===== src/hw/rtl/fsa_pkg.sv =====
// ----------------------------------------------------------------------------
// fsa_pkg
// Shared types, codes and constants of the fragmented sparse array.
// ----------------------------------------------------------------------------
`timescale 1ns / 1ps
`default_nettype none

package fsa_pkg;

    localparam int MAX_FRAGMENTS       = 32;
    localparam int MAX_FRAGMENT_LENGTH = 32;
    localparam int STORE_DEPTH         = MAX_FRAGMENTS * MAX_FRAGMENT_LENGTH;
    localparam int ADDR_W              = $clog2(STORE_DEPTH);
    localparam int FRAG_W              = $clog2(MAX_FRAGMENTS);
    localparam int GEOM_W              = 6;
    localparam int COUNT_W             = 11;
    localparam int STEP_W              = 3;

    typedef enum logic [2:0] {
        CMD_SET      = 3'd0,
        CMD_GET      = 3'd1,
        CMD_DELETE   = 3'd2,
        CMD_IS_SET   = 3'd3,
        CMD_CONTAINS = 3'd4,
        CMD_CLEAR    = 3'd5
    } cmd_t;

    typedef enum logic [1:0] {
        ST_OK     = 2'd0,
        ST_RANGE  = 2'd1,
        ST_NOTSET = 2'd2
    } status_t;

    typedef enum logic [1:0] {
        REG_FRAG_COUNT  = 2'd0,
        REG_FRAG_LENGTH = 2'd1,
        REG_UNUSED      = 2'd2
    } reg_idx_t;

    typedef enum logic [2:0] {
        S_CLEAR,
        S_IDLE,
        S_DIV,
        S_RMW,
        S_SCAN,
        S_OUT
    } state_t;

    typedef struct packed {
        logic [GEOM_W-1:0] fragment_count;
        logic [GEOM_W-1:0] frag_cells;
        logic [31:0]       unused_value;
        logic              geom_wr;
    } cfg_t;

    function automatic logic [GEOM_W-1:0] clamp_geom(input logic [GEOM_W-1:0] v,
                                                      input logic [GEOM_W-1:0] hi);
        logic [GEOM_W-1:0] r;
        r = v;
        if (v == '0) r = GEOM_W'(1);
        else if (v > hi) r = hi;
        return r;
    endfunction

endpackage

`default_nettype wire


===== src/hw/rtl/fsa_div.sv =====
// ----------------------------------------------------------------------------
// fsa_div
// Restoring divider that splits a cell index into its fragment number.
// ----------------------------------------------------------------------------
`timescale 1ns / 1ps
`default_nettype none

module fsa_div (
    input  wire logic                        clk,
    input  wire logic                        rst_n,
    input  wire logic                        start,
    input  wire logic [fsa_pkg::ADDR_W-1:0]  dividend,
    input  wire logic [fsa_pkg::GEOM_W-1:0]  divisor,
    output logic                             done,
    output logic [fsa_pkg::FRAG_W-1:0]       quotient
);
    import fsa_pkg::*;

    // The quotient is known to fit in FRAG_W bits, so one bit is found per cycle.
    logic [ADDR_W:0]   rem_reg, rem_next;
    logic [FRAG_W-1:0] q_reg, q_next;
    logic [STEP_W-1:0] step_reg, step_next;
    logic              run_reg, run_next;
    logic              done_reg, done_next;
    logic [ADDR_W+GEOM_W:0] trial;

    assign trial = (ADDR_W+GEOM_W+1)'(divisor) << step_reg;

    always_comb
    begin
        rem_next  = rem_reg;
        q_next    = q_reg;
        step_next = step_reg;
        run_next  = run_reg;
        done_next = 1'b0;
        if (start)
        begin
            rem_next  = (ADDR_W+1)'(dividend);
            q_next    = '0;
            step_next = STEP_W'(FRAG_W-1);
            run_next  = 1'b1;
        end
        else if (run_reg)
        begin
            if ((ADDR_W+GEOM_W+1)'(rem_reg) >= trial)
            begin
                rem_next         = rem_reg - trial[ADDR_W:0];
                q_next[step_reg] = 1'b1;
            end
            if (step_reg == '0)
            begin
                run_next  = 1'b0;
                done_next = 1'b1;
            end
            else
            begin
                step_next = step_reg - STEP_W'(1);
            end
        end
    end

    always_ff @(posedge clk or negedge rst_n)
    begin
        if (!rst_n)
        begin
            run_reg  <= 1'b0;
            done_reg <= 1'b0;
        end
        else
        begin
            run_reg  <= run_next;
            done_reg <= done_next;
        end
    end

    always_ff @(posedge clk)
    begin
        rem_reg  <= rem_next;
        q_reg    <= q_next;
        step_reg <= step_next;
    end

    assign done     = done_reg;
    assign quotient = q_reg;

endmodule

`default_nettype wire


===== config.mk =====
export PLATFORM = sky130hd
export DESIGN_NAME = fsa_div
export DESIGN_NICKNAME = d
export VERILOG_FILES = /design/src/hw/rtl/fsa_pkg.sv /design/src/hw/rtl/fsa_div.sv
export SDC_FILE = /design/constraint.sdc
export NUM_CORES = 1
export LEC_CHECK = 0
export BUFFER_PORTS_ARGS = -buffer_cell sky130_fd_sc_hd__buf_2
export CORE_AREA = 2 2 60 76
export CTS_CLUSTER_DIAMETER = 50
export CTS_CLUSTER_SIZE = 20
export DETAILED_ROUTE_END_ITERATION = 16
export DIE_AREA = 0 0 62 78
export PLACE_DENSITY = 0.65
export SLEW_MARGIN = 5
export SYNTH_ARGS = -nofsm -noshare
export SYNTH_HDL_FRONTEND = slang
export SYNTH_SLANG_ARGS = --single-unit

===== constraint.sdc =====
create_clock -name clk -period 5 [get_ports clk]
set_input_delay 0.75 -clock clk [delete_from_list [all_inputs] [get_ports clk]]
set_output_delay 0.75 -clock clk [all_outputs]
set_load 0.03 [all_outputs]

==> summary.txt <==
Pwr
  • Total power: 1.43 mW
  • Fraction of power consumed by combinational cells: 0.665
  • Pwr per Cell Area: 804 nW/um^2
  • Net Switching: 0.680 mW
  • Part of the power in the clock network: 0.080
  • Highest ir drop seen on vdd: 0.232 mV
  • Fraction of power consumed by sequential logic: 0.255
  • Internal cell power: 0.754 mW
  • Static Leak: 0.777 nW
  • Fraction of power spent switching nets: 0.474

Finish
  • Synth-to-layout area growth: 11.8%
  • Design area: 1780 sq um
  • Number of flip-flops under the largest register name: 11
  • Number of filler instances in the final layout: 433
  • Inserted Diodes: 0
  • Core occupancy in the finished layout: 0.439
  • Nets@finish: 232
  • Final Non-Filler Cells: 254
  • Fraction of layout cells with a size suffix above 1: 0.187

Setup path
  • Setup slack of the most critical reg-to-reg path: 1.42 ns
  • Crit end category: flip-flop
  • Crit path DAT: 3.53 ns
  • Critical Setup Path Class: reg -> reg
  • Worst-path maximum fanout: 14
  • Critical Path Source Type: flip-flop
  • Critical path required time: 4.95 ns

Logic synthesis
  • Syn. warnings: 0
  • Seq/Total Area, Yosys: 0.333
  • Total standard cell area after synthesis: 1600 sq um
  • Number of synthesized flops with an enable pin: 10
  • Cell type contributing the most total cell area after synthesis: sky130_fd_sc_hd__edfxtp_1
  • Cells taking the most area after synthesis: sky130_fd_sc_hd__edfxtp_1 (19%), sky130_fd_sc_hd__dfxtp_1 (11%), sky130_fd_sc_hd__ha_1 (10%), sky130_fd_sc_hd__o21ai_0 (4.4%), sky130_fd_sc_hd__nand2_1 (4.2%)
  • Leading register cell type out of synthesis: sky130_fd_sc_hd__edfxtp_1
  • Flip-flop and latch count after synthesis: 21
  • Net count after synthesis: 213
  • Mapped Cells: 180
  • Synthesized area divided by synthesized cell count: 8.86 sq um
  • Top-area cell type share of the netlist area: 0.188
  • Synth cell types: 46
  • Fraction of registers with async set or reset after synthesis: 0.0952

Global routing
  • Pin count of the biggest net entering global routing: 34
  • Initial antenna violation count: 0
  • Total overflow reported by the global router: 0
  • Global-route usage over all layers: 0.156
  • Vias in the first global route: 1,246
  • Global-route wire length before repair: 5590 microns

Place
  • Final estimated routing congestion in global placement: 0.837
  • Count of buffers inserted at the top-level ports: 24
  • Dpl ws: 1.41 ns
  • Number of cells after detailed placement: 250
  • Post-Place Cell Area: 1740 sq um
  • HPWL Detailed: 2580 microns

Die
  • Cell row count: 26
  • Die extent in x: 62 microns
  • Die H: 78 microns
  • Number of primary I/O pins: 25
  • Core Footprint: 4070 sq um
  • Die outline area: 4840 sq um
  • Initial core utilization: 0.392

Clock tree
  • Maximum buffer depth of the clock tree: 2
  • CTS root buf: sky130_fd_sc_hd__clkbuf_8
  • Post-CTS repair timing setup buffer count: 0
  • CTS H-tree depth: 1
  • TritonCTS Buffers: 3
  • Resize count post-CTS: 0
  • Clk slew on worst S/H paths: 0.08 ns
  • Clock net sink count: 21
  • Number of hold buffers added after cts: 0
  • Clock insertion delay at the later pin of the skew report: 0.27 ns
  • CTS tree: done

Timing
  • Top achievable clock speed: 280 MHz
  • Fin crit period: 3.58 ns
  • Clk_skew: 0.00380 ns
  • Setup total negative slack: 0 ns
  • Worst slew pin tran: 0.766 ns
  • Fin crit share: 0.715
  • RSZ-0062 raised after global routing: false
  • Final worst slack: 1.42 ns
  • Post-route worst hold slack: 0.251 ns
  • Number of max-slew violations in the final report: 0
  • Hold Vio Cnt, Final: 0
  • Setup violators final: 0
  • Worst relative slew slack: 0.488

Route
  • Total vias in the final route: 1,317
  • Final routed wirelength across all metal layers: 3430 microns
  • Number of vias per cell after detailed routing: 5.19
  • DRT antenna net count: 0
  • First-iteration detailed-routing DRC count: 79
  • Average routed wire per standard cell: 13.5 microns
  • Post-route DRC: 0
  • Initial DRT Pass Iterations: 4

Job
  • Max-capacitance violation count: 0

Min path
  • Min-delay worst type: in -> async

Outcome
  • Run status: finished clean
-- critical path, stage by stage, from the launching register on --
cell and delay, ns:
sky130_fd_sc_hd__dfxtp_1 0.64, sky130_fd_sc_hd__clkinv_1 0.39, sky130_fd_sc_hd__o21ai_0 0.35, sky130_fd_sc_hd__mux2i_1 0.15
sky130_fd_sc_hd__ha_1 0.45, sky130_fd_sc_hd__a21o_1 0.17, sky130_fd_sc_hd__a31o_1 0.18, sky130_fd_sc_hd__or3b_1 0.39
sky130_fd_sc_hd__o211ai_2 0.18, sky130_fd_sc_hd__or2_2 0.36
-- layout make-up --
type,count,area (sq um),area share
timing repair buffer,24,120,0.0673
tap,56,70.1,0.0393
sequential,21,531,0.297
clock buffer,3,41.3,0.0231
multi-input combinational,142,991,0.555
inverter,7,26.3,0.0147
clock inverter,1,5.00,0.00281
-- synthesized netlist by cell type (2+ instances only) --
cell type,n
sky130_fd_sc_hd__a211o_1,2
sky130_fd_sc_hd__a211oi_1,2
sky130_fd_sc_hd__a21o_1,3
sky130_fd_sc_hd__a21oi_1,13
sky130_fd_sc_hd__a311oi_1,2
sky130_fd_sc_hd__a31oi_1,5
sky130_fd_sc_hd__and4_1,2
sky130_fd_sc_hd__buf_2,2
sky130_fd_sc_hd__clkbuf_1,6
sky130_fd_sc_hd__dfrtp_1,2
sky130_fd_sc_hd__dfxtp_1,9
sky130_fd_sc_hd__edfxtp_1,10
sky130_fd_sc_hd__ha_1,13
sky130_fd_sc_hd__inv_1,6
sky130_fd_sc_hd__mux2i_1,6
sky130_fd_sc_hd__nand2_1,18
sky130_fd_sc_hd__nand2b_1,5
sky130_fd_sc_hd__nand3_1,4
sky130_fd_sc_hd__nor2_1,13
sky130_fd_sc_hd__nor2b_1,5
sky130_fd_sc_hd__nor3_1,6
sky130_fd_sc_hd__o21a_1,2
sky130_fd_sc_hd__o21ai_0,14
sky130_fd_sc_hd__o31ai_1,2
sky130_fd_sc_hd__xnor2_1,5
sky130_fd_sc_hd__xor2_1,3
-- cell families (layout without fill, tap and decap cells) --
| group | Yosys count | count (layout) | synth area share |
|---|---|---|---|
| buffers and inverters | 17 | 35 | 0.0463 |
| multiplexers | 7 | 7 | 0.0518 |
| XOR/XNOR | 8 | 8 | 0.0439 |
| AO/OA/AOI/OAI | 54 | 54 | 0.227 |
| AND/OR/NAND/NOR | 59 | 59 | 0.184 |
| adder cells (fa/ha/maj) | 14 | 14 | 0.115 |
| flip-flops | 21 | 21 | 0.333 |
-- power by group through the flow --
stage	clock (mW)	combinational, mW	sequential (mW)
floorplan	0	0.812	0.334
global placement	0	0.954	0.369
detailed placement	0	0.951	0.371
CTS	0.118	0.959	0.367
global route	0.124	1.08	0.377
finish	0.115	0.954	0.365
-- metal layers --
layer  track usage  vias up  share of wire
met5             0        -              0
met4        0.0766        0          0.023
met3        0.0250        4          0.029
met2         0.235       22           0.48
met1         0.210      589           0.47
li1              -      702              -
-- layout by cell type (no fill, tap or decap), types with 3 or more instances in the layout --
cell type | synthesis | routed
sky130_fd_sc_hd__nor3_1 | 6 | 6
sky130_fd_sc_hd__a21oi_1 | 13 | 13
sky130_fd_sc_hd__xnor2_1 | 5 | 5
sky130_fd_sc_hd__dfxtp_1 | 9 | 9
sky130_fd_sc_hd__nor2_1 | 13 | 13
sky130_fd_sc_hd__ha_1 | 13 | 13
sky130_fd_sc_hd__a31oi_1 | 5 | 5
sky130_fd_sc_hd__nor2b_1 | 5 | 5
sky130_fd_sc_hd__nand3_1 | 4 | 4
sky130_fd_sc_hd__clkbuf_8 | 0 | 3
sky130_fd_sc_hd__xor2_1 | 3 | 3
sky130_fd_sc_hd__inv_1 | 6 | 6
sky130_fd_sc_hd__buf_2 | 2 | 24
sky130_fd_sc_hd__nand2b_1 | 5 | 5
sky130_fd_sc_hd__nand2_1 | 18 | 18
sky130_fd_sc_hd__mux2i_1 | 6 | 6
sky130_fd_sc_hd__o21ai_0 | 14 | 14
sky130_fd_sc_hd__edfxtp_1 | 10 | 10
sky130_fd_sc_hd__a21o_1 | 3 | 3
-- final timing paths --
| check | cells past startpoint | startpoint | endpoint |
|---|---|---|---|
| max in group asynchronous | 1 | rst_n | run_reg$_DFF_PN0_ |
| worst max-delay path | 9 | step_reg[0]$_SDFFE_PP0P_ | rem_reg[0]$_DFFE_PP_ |
| worst min register to register | 2 | quotient[0]$_SDFFE_PP0P_ | quotient[0]$_SDFFE_PP0P_ |
| min in group clk | 2 | quotient[0]$_SDFFE_PP0P_ | quotient[0]$_SDFFE_PP0P_ |
| worst max register to register | 9 | step_reg[0]$_SDFFE_PP0P_ | rem_reg[0]$_DFFE_PP_ |
| worst min-delay path | 1 | rst_n | done$_DFF_PN0_ |
(Power assumes the default switching activity.)
